<file path="config.mk">
export PLATFORM = sky130hd
export DESIGN_NAME = gvs_pick
export DESIGN_NICKNAME = d
export VERILOG_FILES = /design/src/sv/grid_voxel_step_unit_assert.svh /design/src/sv/gvs_pkg.sv /design/src/sv/gvs_pick.sv
export SDC_FILE = /design/constraint.sdc
export NUM_CORES = 1
export LEC_CHECK = 0
export ABC_CLOCK_PERIOD_IN_PS = 4800
export BUFFER_PORTS_ARGS = -buffer_cell sky130_fd_sc_hd__buf_2
export CORE_MARGIN = 2
export CORE_UTILIZATION = 33
export CTS_CLUSTER_SIZE = 40
export DETAILED_ROUTE_END_ITERATION = 6
export PLACE_DENSITY_LB_ADDON = 0.15
export SLEW_MARGIN = 20
export SYNTH_ARGS = -nofsm -noshare
export SYNTH_HDL_FRONTEND = slang
export SYNTH_SLANG_ARGS = --single-unit
export TNS_END_PERCENT = 50
</file>
<file path="constraint.sdc">
create_clock -name clk -period 4.8 [get_ports clk]
set_clock_uncertainty 0.2 [all_clocks]
set_input_delay 0.48 -clock clk [delete_from_list [all_inputs] [get_ports clk]]
set_output_delay 0.48 -clock clk [all_outputs]
set_load 0.005 [all_outputs]
</file>
<file path="src/sv/grid_voxel_step_unit_assert.svh">
// Assertion macros shared by the voxel step unit RTL.
`ifndef GRID_VOXEL_STEP_UNIT_ASSERT_SVH
`define GRID_VOXEL_STEP_UNIT_ASSERT_SVH

`ifndef ASSERT_OFF
// Checked outside reset.
`define GVS_ASSERT(lbl, prop, msg) \
  lbl: assert property (@(posedge clk) disable iff (rst) prop) else $error(msg);
// Checked on every edge, reset included.
`define GVS_ASSERT_ALWAYS(lbl, prop, msg) \
  lbl: assert property (@(posedge clk) prop) else $error(msg);
`else
`define GVS_ASSERT(lbl, prop, msg)
`define GVS_ASSERT_ALWAYS(lbl, prop, msg)
`endif

`endif

</file>
<file path="src/sv/gvs_pkg.sv">
// Shared constants and types of the voxel step unit.
package gvs_pkg;

  localparam int GVS_GRID_LIMIT = 64;

  // Quotient bits, one divider stage each.
  localparam int DIV_STAGES = 64;
  // Product, numerator, magnitude, divider, sign fix.
  localparam int AXIS_LAT   = DIV_STAGES + 4;
  // Nearest-face pick, then step and saturate.
  localparam int PICK_LAT   = 2;
  localparam int LATENCY    = AXIS_LAT + PICK_LAT;

  localparam logic [30:0] T_MAX   = 31'h7FFF_FFFF;
  localparam logic [5:0]  NO_CELL = 6'd63;

  localparam logic [30:0] CELL_SIZE_RST  = 31'd65536;
  localparam logic [31:0] GRID_LOW_RST   = 32'd0;
  localparam logic [6:0]  GRID_CELLS_RST = 7'd8;

  // Register indexes (byte address / 4).
  localparam logic [2:0] REG_CELL_SIZE_X = 3'd0;
  localparam logic [2:0] REG_CELL_SIZE_Y = 3'd1;
  localparam logic [2:0] REG_CELL_SIZE_Z = 3'd2;
  localparam logic [2:0] REG_GRID_LOW_X  = 3'd3;
  localparam logic [2:0] REG_GRID_LOW_Y  = 3'd4;
  localparam logic [2:0] REG_GRID_LOW_Z  = 3'd5;
  localparam logic [2:0] REG_GRID_CELLS  = 3'd6;

  // Per-axis face distance and what the pick stage needs of that axis.
  typedef struct packed {
    logic signed [63:0] fdist;
    logic               nz;
    logic               pos;
    logic [5:0]         cidx;
  } gvs_lane_t;

endpackage

</file>
<file path="src/sv/gvs_pick.sv">
// Nearest exit face, tie stepping, grid check and distance saturation.
module gvs_pick
  import gvs_pkg::*;
#(
  parameter int GRID_LIMIT = GVS_GRID_LIMIT
) (
  input  logic        clk,
  input  logic        rst,
  input  logic        vld_in,
  input  logic [30:0] t_now,
  input  gvs_lane_t   lane_x,
  input  gvs_lane_t   lane_y,
  input  gvs_lane_t   lane_z,
  input  logic [6:0]  grid_cells,
  output logic        done,
  output logic [30:0] t_next,
  output logic [5:0]  next_x,
  output logic [5:0]  next_y,
  output logic [5:0]  next_z,
  output logic        leaves_grid
);

  localparam int LIM_W = $clog2(GRID_LIMIT + 1);
  localparam int CW    = (LIM_W > 7) ? LIM_W : 7;

  // stage 1: minimum over moving axes, ties all step
  logic               m0, m1, m2;
  logic signed [63:0] best;
  logic               p1_vld;
  logic signed [63:0] p1_best;
  logic [2:0]         p1_step;
  logic [2:0]         p1_pos;
  logic [5:0]         p1_cell [3];
  logic               p1_have;
  logic [30:0]        p1_t;

  assign m0 = lane_x.nz && (!lane_y.nz || lane_x.fdist <= lane_y.fdist)
                        && (!lane_z.nz || lane_x.fdist <= lane_z.fdist);
  assign m1 = lane_y.nz && (!lane_x.nz || lane_y.fdist <= lane_x.fdist)
                        && (!lane_z.nz || lane_y.fdist <= lane_z.fdist);
  assign m2 = lane_z.nz && (!lane_x.nz || lane_z.fdist <= lane_x.fdist)
                        && (!lane_y.nz || lane_z.fdist <= lane_y.fdist);

  always_comb begin
    priority if (m0) best = lane_x.fdist;
    else if (m1)     best = lane_y.fdist;
    else             best = lane_z.fdist;
  end

  always_ff @(posedge clk) begin
    if (rst) p1_vld <= 1'b0;
    else     p1_vld <= vld_in;
  end

  always_ff @(posedge clk) begin
    p1_best    <= best;
    p1_step    <= {m2, m1, m0};
    p1_pos     <= {lane_z.pos, lane_y.pos, lane_x.pos};
    p1_cell[0] <= lane_x.cidx;
    p1_cell[1] <= lane_y.cidx;
    p1_cell[2] <= lane_z.cidx;
    p1_have    <= lane_x.nz | lane_y.nz | lane_z.nz;
    p1_t       <= t_now;
  end

  // stage 2: new cell, range check, saturated distance
  logic [CW-1:0]      cells_eff;
  logic [7:0]         nxt [3];
  logic [2:0]         out_of_grid;
  logic               leave;
  logic signed [64:0] t_sum;
  logic [30:0]        t_sat;

  assign cells_eff = (CW'(grid_cells) > CW'(GRID_LIMIT)) ? CW'(GRID_LIMIT) : CW'(grid_cells);

  for (genvar i = 0; i < 3; i++) begin : g_cell
    assign nxt[i] = {2'b00, p1_cell[i]}
                  + (p1_step[i] ? (p1_pos[i] ? 8'd1 : 8'hFF) : 8'd0);
    assign out_of_grid[i] = nxt[i][7] || (CW'(nxt[i][6:0]) >= cells_eff);
  end

  assign leave = !p1_have || (|out_of_grid);
  assign t_sum = $signed({34'd0, p1_t}) + $signed({p1_best[63], p1_best});

  always_comb begin
    priority if (p1_best > $signed({33'd0, T_MAX})) t_sat = T_MAX;
    else if (t_sum < 0)                             t_sat = '0;
    else if (t_sum > $signed({34'd0, T_MAX}))       t_sat = T_MAX;
    else                                            t_sat = t_sum[30:0];
  end

  always_ff @(posedge clk) begin
    if (rst) done <= 1'b0;
    else     done <= p1_vld;
  end

  always_ff @(posedge clk) begin
    leaves_grid <= leave;
    t_next      <= leave ? T_MAX   : t_sat;
    next_x      <= leave ? NO_CELL : nxt[0][5:0];
    next_y      <= leave ? NO_CELL : nxt[1][5:0];
    next_z      <= leave ? NO_CELL : nxt[2][5:0];
  end

endmodule

</file>
==> results by group <==
Outcome
  • Outcome: finished clean

Worst setup path
  • CP max FO: 9
  • Most common cell on crit path: a21oi_1
  • CP Launch Point: p1_best[16]$_DFF_P_
  • Worst-path cell chain: ha_1 -> a21oi_1 -> o21ai_0 -> a21oi_1 -> o31ai_2 -> o21bai_1 -> a41oi_1 -> a21oi_1 -> o32ai_1 -> nand4_1 -> or2_4 -> o21a_1
  • Setup crit start kind: flip-flop
  • Worst path arrival time: 4.77 ns
  • CP peak stage delay: 0.63 ns
  • Top delay family on crit path: compound AO/OA/AOI/OAI gates
  • CP endpoint kind: flip-flop
  • CP Data Required Time: 4.96 ns
  • Worst r2r src: p1_best[16]$_DFF_P_
  • Critical path type: flip-flop to flip-flop
  • CP bufs+invs: 0
  • CP max stage cell: a41oi_1

Global route
  • GRT Total Usage: 22.3%
  • Largest net degree at the start of global routing: 41
  • Total grt overflow: 0
  • Number of global-route vias before repair: 13699
  • Initial antenna violation count: 8
  • First-pass GRT wire length: 77400 um

Layout
  • Fillcell total: 4442
  • Final Util: 41.7%
  • Nets: 2549
  • Area Growth Syn to Fin: 24.5%
  • Layout cells sized above 1: 20.4%
  • Final Non-Filler Cells: 2626

Pwr
  • Seq pwr share: 34.8%
  • Switching pwr: 1.84 mW
  • Final Power: 5.00 mW
  • PD cells: 278 nW/um2
  • Comb pwr share: 36.7%
  • Peak supply drop: 0.000243 V
  • Leakage dissipation: 8.48 nW
  • Cell internal pwr: 3.16 mW
  • Power share of the clock group: 28.5%
  • Net Sw Frac: 36.9%

Floorplan
  • Chip width: 213 um
  • Die Area: 45500 um2
  • Core ar.: 43200 um2
  • # rows: 76
  • Initial Utilization: 33.5%
  • I/O pins: 308
  • Die height: 213 um

Yosys
  • Gate Count Post-Synth: 1651
  • Area contributors post-synth: dfxtp_1 24%, ha_1 23%, mux2i_1 9.1%
  • Post-Syn Area: 14400 um2
  • Share of the synthesized area in the top cell type: 23.8%
  • Primary FF master, synth: dfxtp_1
  • Yosys top cell by area: dfxtp_1
  • Synth unique cells: 86
  • Post-synthesis sequential area ratio: 23.8%
  • Async S/R FF share, synth: 0%
  • Number of synthesized flops with an enable pin: 0
  • Number of synthesized register bits: 172
  • Most common library cells after synthesis: 265 x ha_1, 172 x dfxtp_1, 157 x inv_1
  • Most numerous cell in the Yosys netlist: ha_1
  • Syn Nets: 2177
  • Syn Area/Cell: 8.75 um2
  • Ys Warns: 0

STA
  • Max Fclk: 0.217 GHz
  • Final Hold Fails: 0
  • PnR worst setup slack: 0.197 ns
  • Worst-margin pin slew: 0.796 ns
  • Final period utilization: 95.9%
  • Relative slew margins: 46.4%
  • Min Tclk post-route: 4.60 ns
  • Slew Viols, Final: 0
  • Final setup violation count: 0

Worst hold path
  • Tightest Hold Check Type: primary input to flip-flop
  • Hold_sp: vld_in

Clock tree
  • Worst skew pair latency: 0.46 ns
  • Longest Clk Path Bufs: 2
  • Sinks on Clock Net: 172
  • Clock tree from TritonCTS: done
  • CTS buffer count: 17
  • H-tree depth: 4
  • Clock slew at reported path FFs: 0.08 ns
  • Root Driver: clkbuf_16

Detailed routing
  • Final WL: 50500 um
  • DR DRC count: 0
  • Number of DRC markers in iteration 0: 967
  • DR pass1 iterations: 5
  • Antenna Nets Post-Route: 0
  • Drt via density: 5.20
  • Vias: 13657
  • WL per Instance: 19.2 um

Place
  • DP HPWL: 42700 um
  • Dpl ws: 0.0435 ns
  • Inst Count DP: 2532
  • Final Wtd Congestion: 0.892
  • Port buffer count: 307

Flow run
  • Max cap viols: 0
[path summary, 6_finish.rpt]
check	endpoint	slack (ns)	cells after the start
setup reg to reg	t_next[4]$_SDFF_PP1_	0.20	12
setup / recovery	t_next[4]$_SDFF_PP1_	0.20	12
hold / removal	p1_vld$_SDFF_PP0_	0.03	2
hold reg to reg	done$_SDFF_PP0_	0.25	1
[stage by stage]
step | area [um2] | TNS (ns) | hold slack (ns)
2_1_floorplan | 14400 | 0 | 0.214
3_3_place_gp | 16800 | 0 | 0.217
3_5_place_dp | 16800 | 0 | 0.241
4_1_cts | 17900 | 0 | 0.00149
5_1_grt | 18000 | -0.00424 | 0.0378
6_report | 18000 | 0 | 0.0316
[worst reg2reg max path: stages (launching register included)]
cell      delay [ns]
dfxtp_1         0.34
ha_1            0.40
a21oi_1         0.29
o21ai_0         0.24
a21oi_1         0.22
o31ai_2         0.11
o21bai_1        0.22
a41oi_1         0.63
a21oi_1         0.09
o32ai_1         0.55
nand4_1         0.53
or2_4           0.48
o21a_1          0.19
[cell type report]
cell class | count | area (um2) | area share [%]
well taps | 585 | 732 | 4.07
clock buffers | 18 | 429 | 2.39
repair buffers | 391 | 2330 | 13.0
multi-input cells | 1284 | 10300 | 57.2
clock inverters | 13 | 155 | 0.863
inverters | 157 | 589 | 3.28
diodes | 6 | 15.0 | 0.0835
flip-flops and latches | 172 | 3440 | 19.1
[metal layers]
layer / share of wire, % / track usage, % / up-vias
li1: - / - / 6854
met1: 49 / 31.2 / 6374
met2: 45 / 35.4 / 364
met3: 4.3 / 3.27 / 63
met4: 1.8 / 6.44 / 2
met5: 0.022 / 0 / -
[cell families (layout without fill, tap and decap cells)]
logic type               count (synthesis)  after routing  share of synthesized area (%)
flip-flops                             172            172                           23.8
AO/OA/AOI/OAI                          389            389                           18.2
XOR/XNOR                                54             54                           3.27
buffers and inverters                  197            579                           5.60
AND/OR/NAND/NOR                        436            438                           16.2
multiplexers                           134            134                           9.31
adder cells (fa/ha/maj)                269            269                           23.5
other                                    0              6                              0
[registers in the layout, indices dropped and copies added (netlist names)]
register,flops
t_next,31
next_y,6
next_z,6
done,1
next_x,6
p1_pos,3
p1_vld,1
p1_t,31
leaves_grid,1
p1_best,64
p1_cell,18
p1_have,1
p1_step,3
[cell usage in the layout (no fill, tap or decap), drive strengths merged, types with 18 or more instances in the layout]
cell type and instances:
nor2b 19, and3 18, nand2 91, inv 164, o21ai 77, dfxtp 172, nor3 37, mux2i 131
ha 265, a21o 41, dlygate4sd3 53, nor2 79, a21oi 97, clkbuf 18, nand3 35, xnor2 31
buf 338, xor2 23, o21a 30, nand2b 24, nand4 66
[power groups by stage]
stage | Combinational, mW | Sequential (mW) | Clock [mW]
final | 1.84 | 1.74 | 1.42
after global placement | 1.75 | 1.77 | 0
after CTS | 1.82 | 1.74 | 1.46
after detailed placement | 1.77 | 1.77 | 0
after global routing | 2.05 | 1.75 | 1.51
after floorplan | 1.18 | 1.69 | 0
[repair_timing]
action / 4_1_cts / 5_1_grt
hold endpoints to repair: 54 / 0
hold buffers: 53 / 0
resized for setup: 0 / 21
setup buffers: 0 / 2
setup endpoints to repair: 0 / 28
Power figures use the tool's default switching activity.
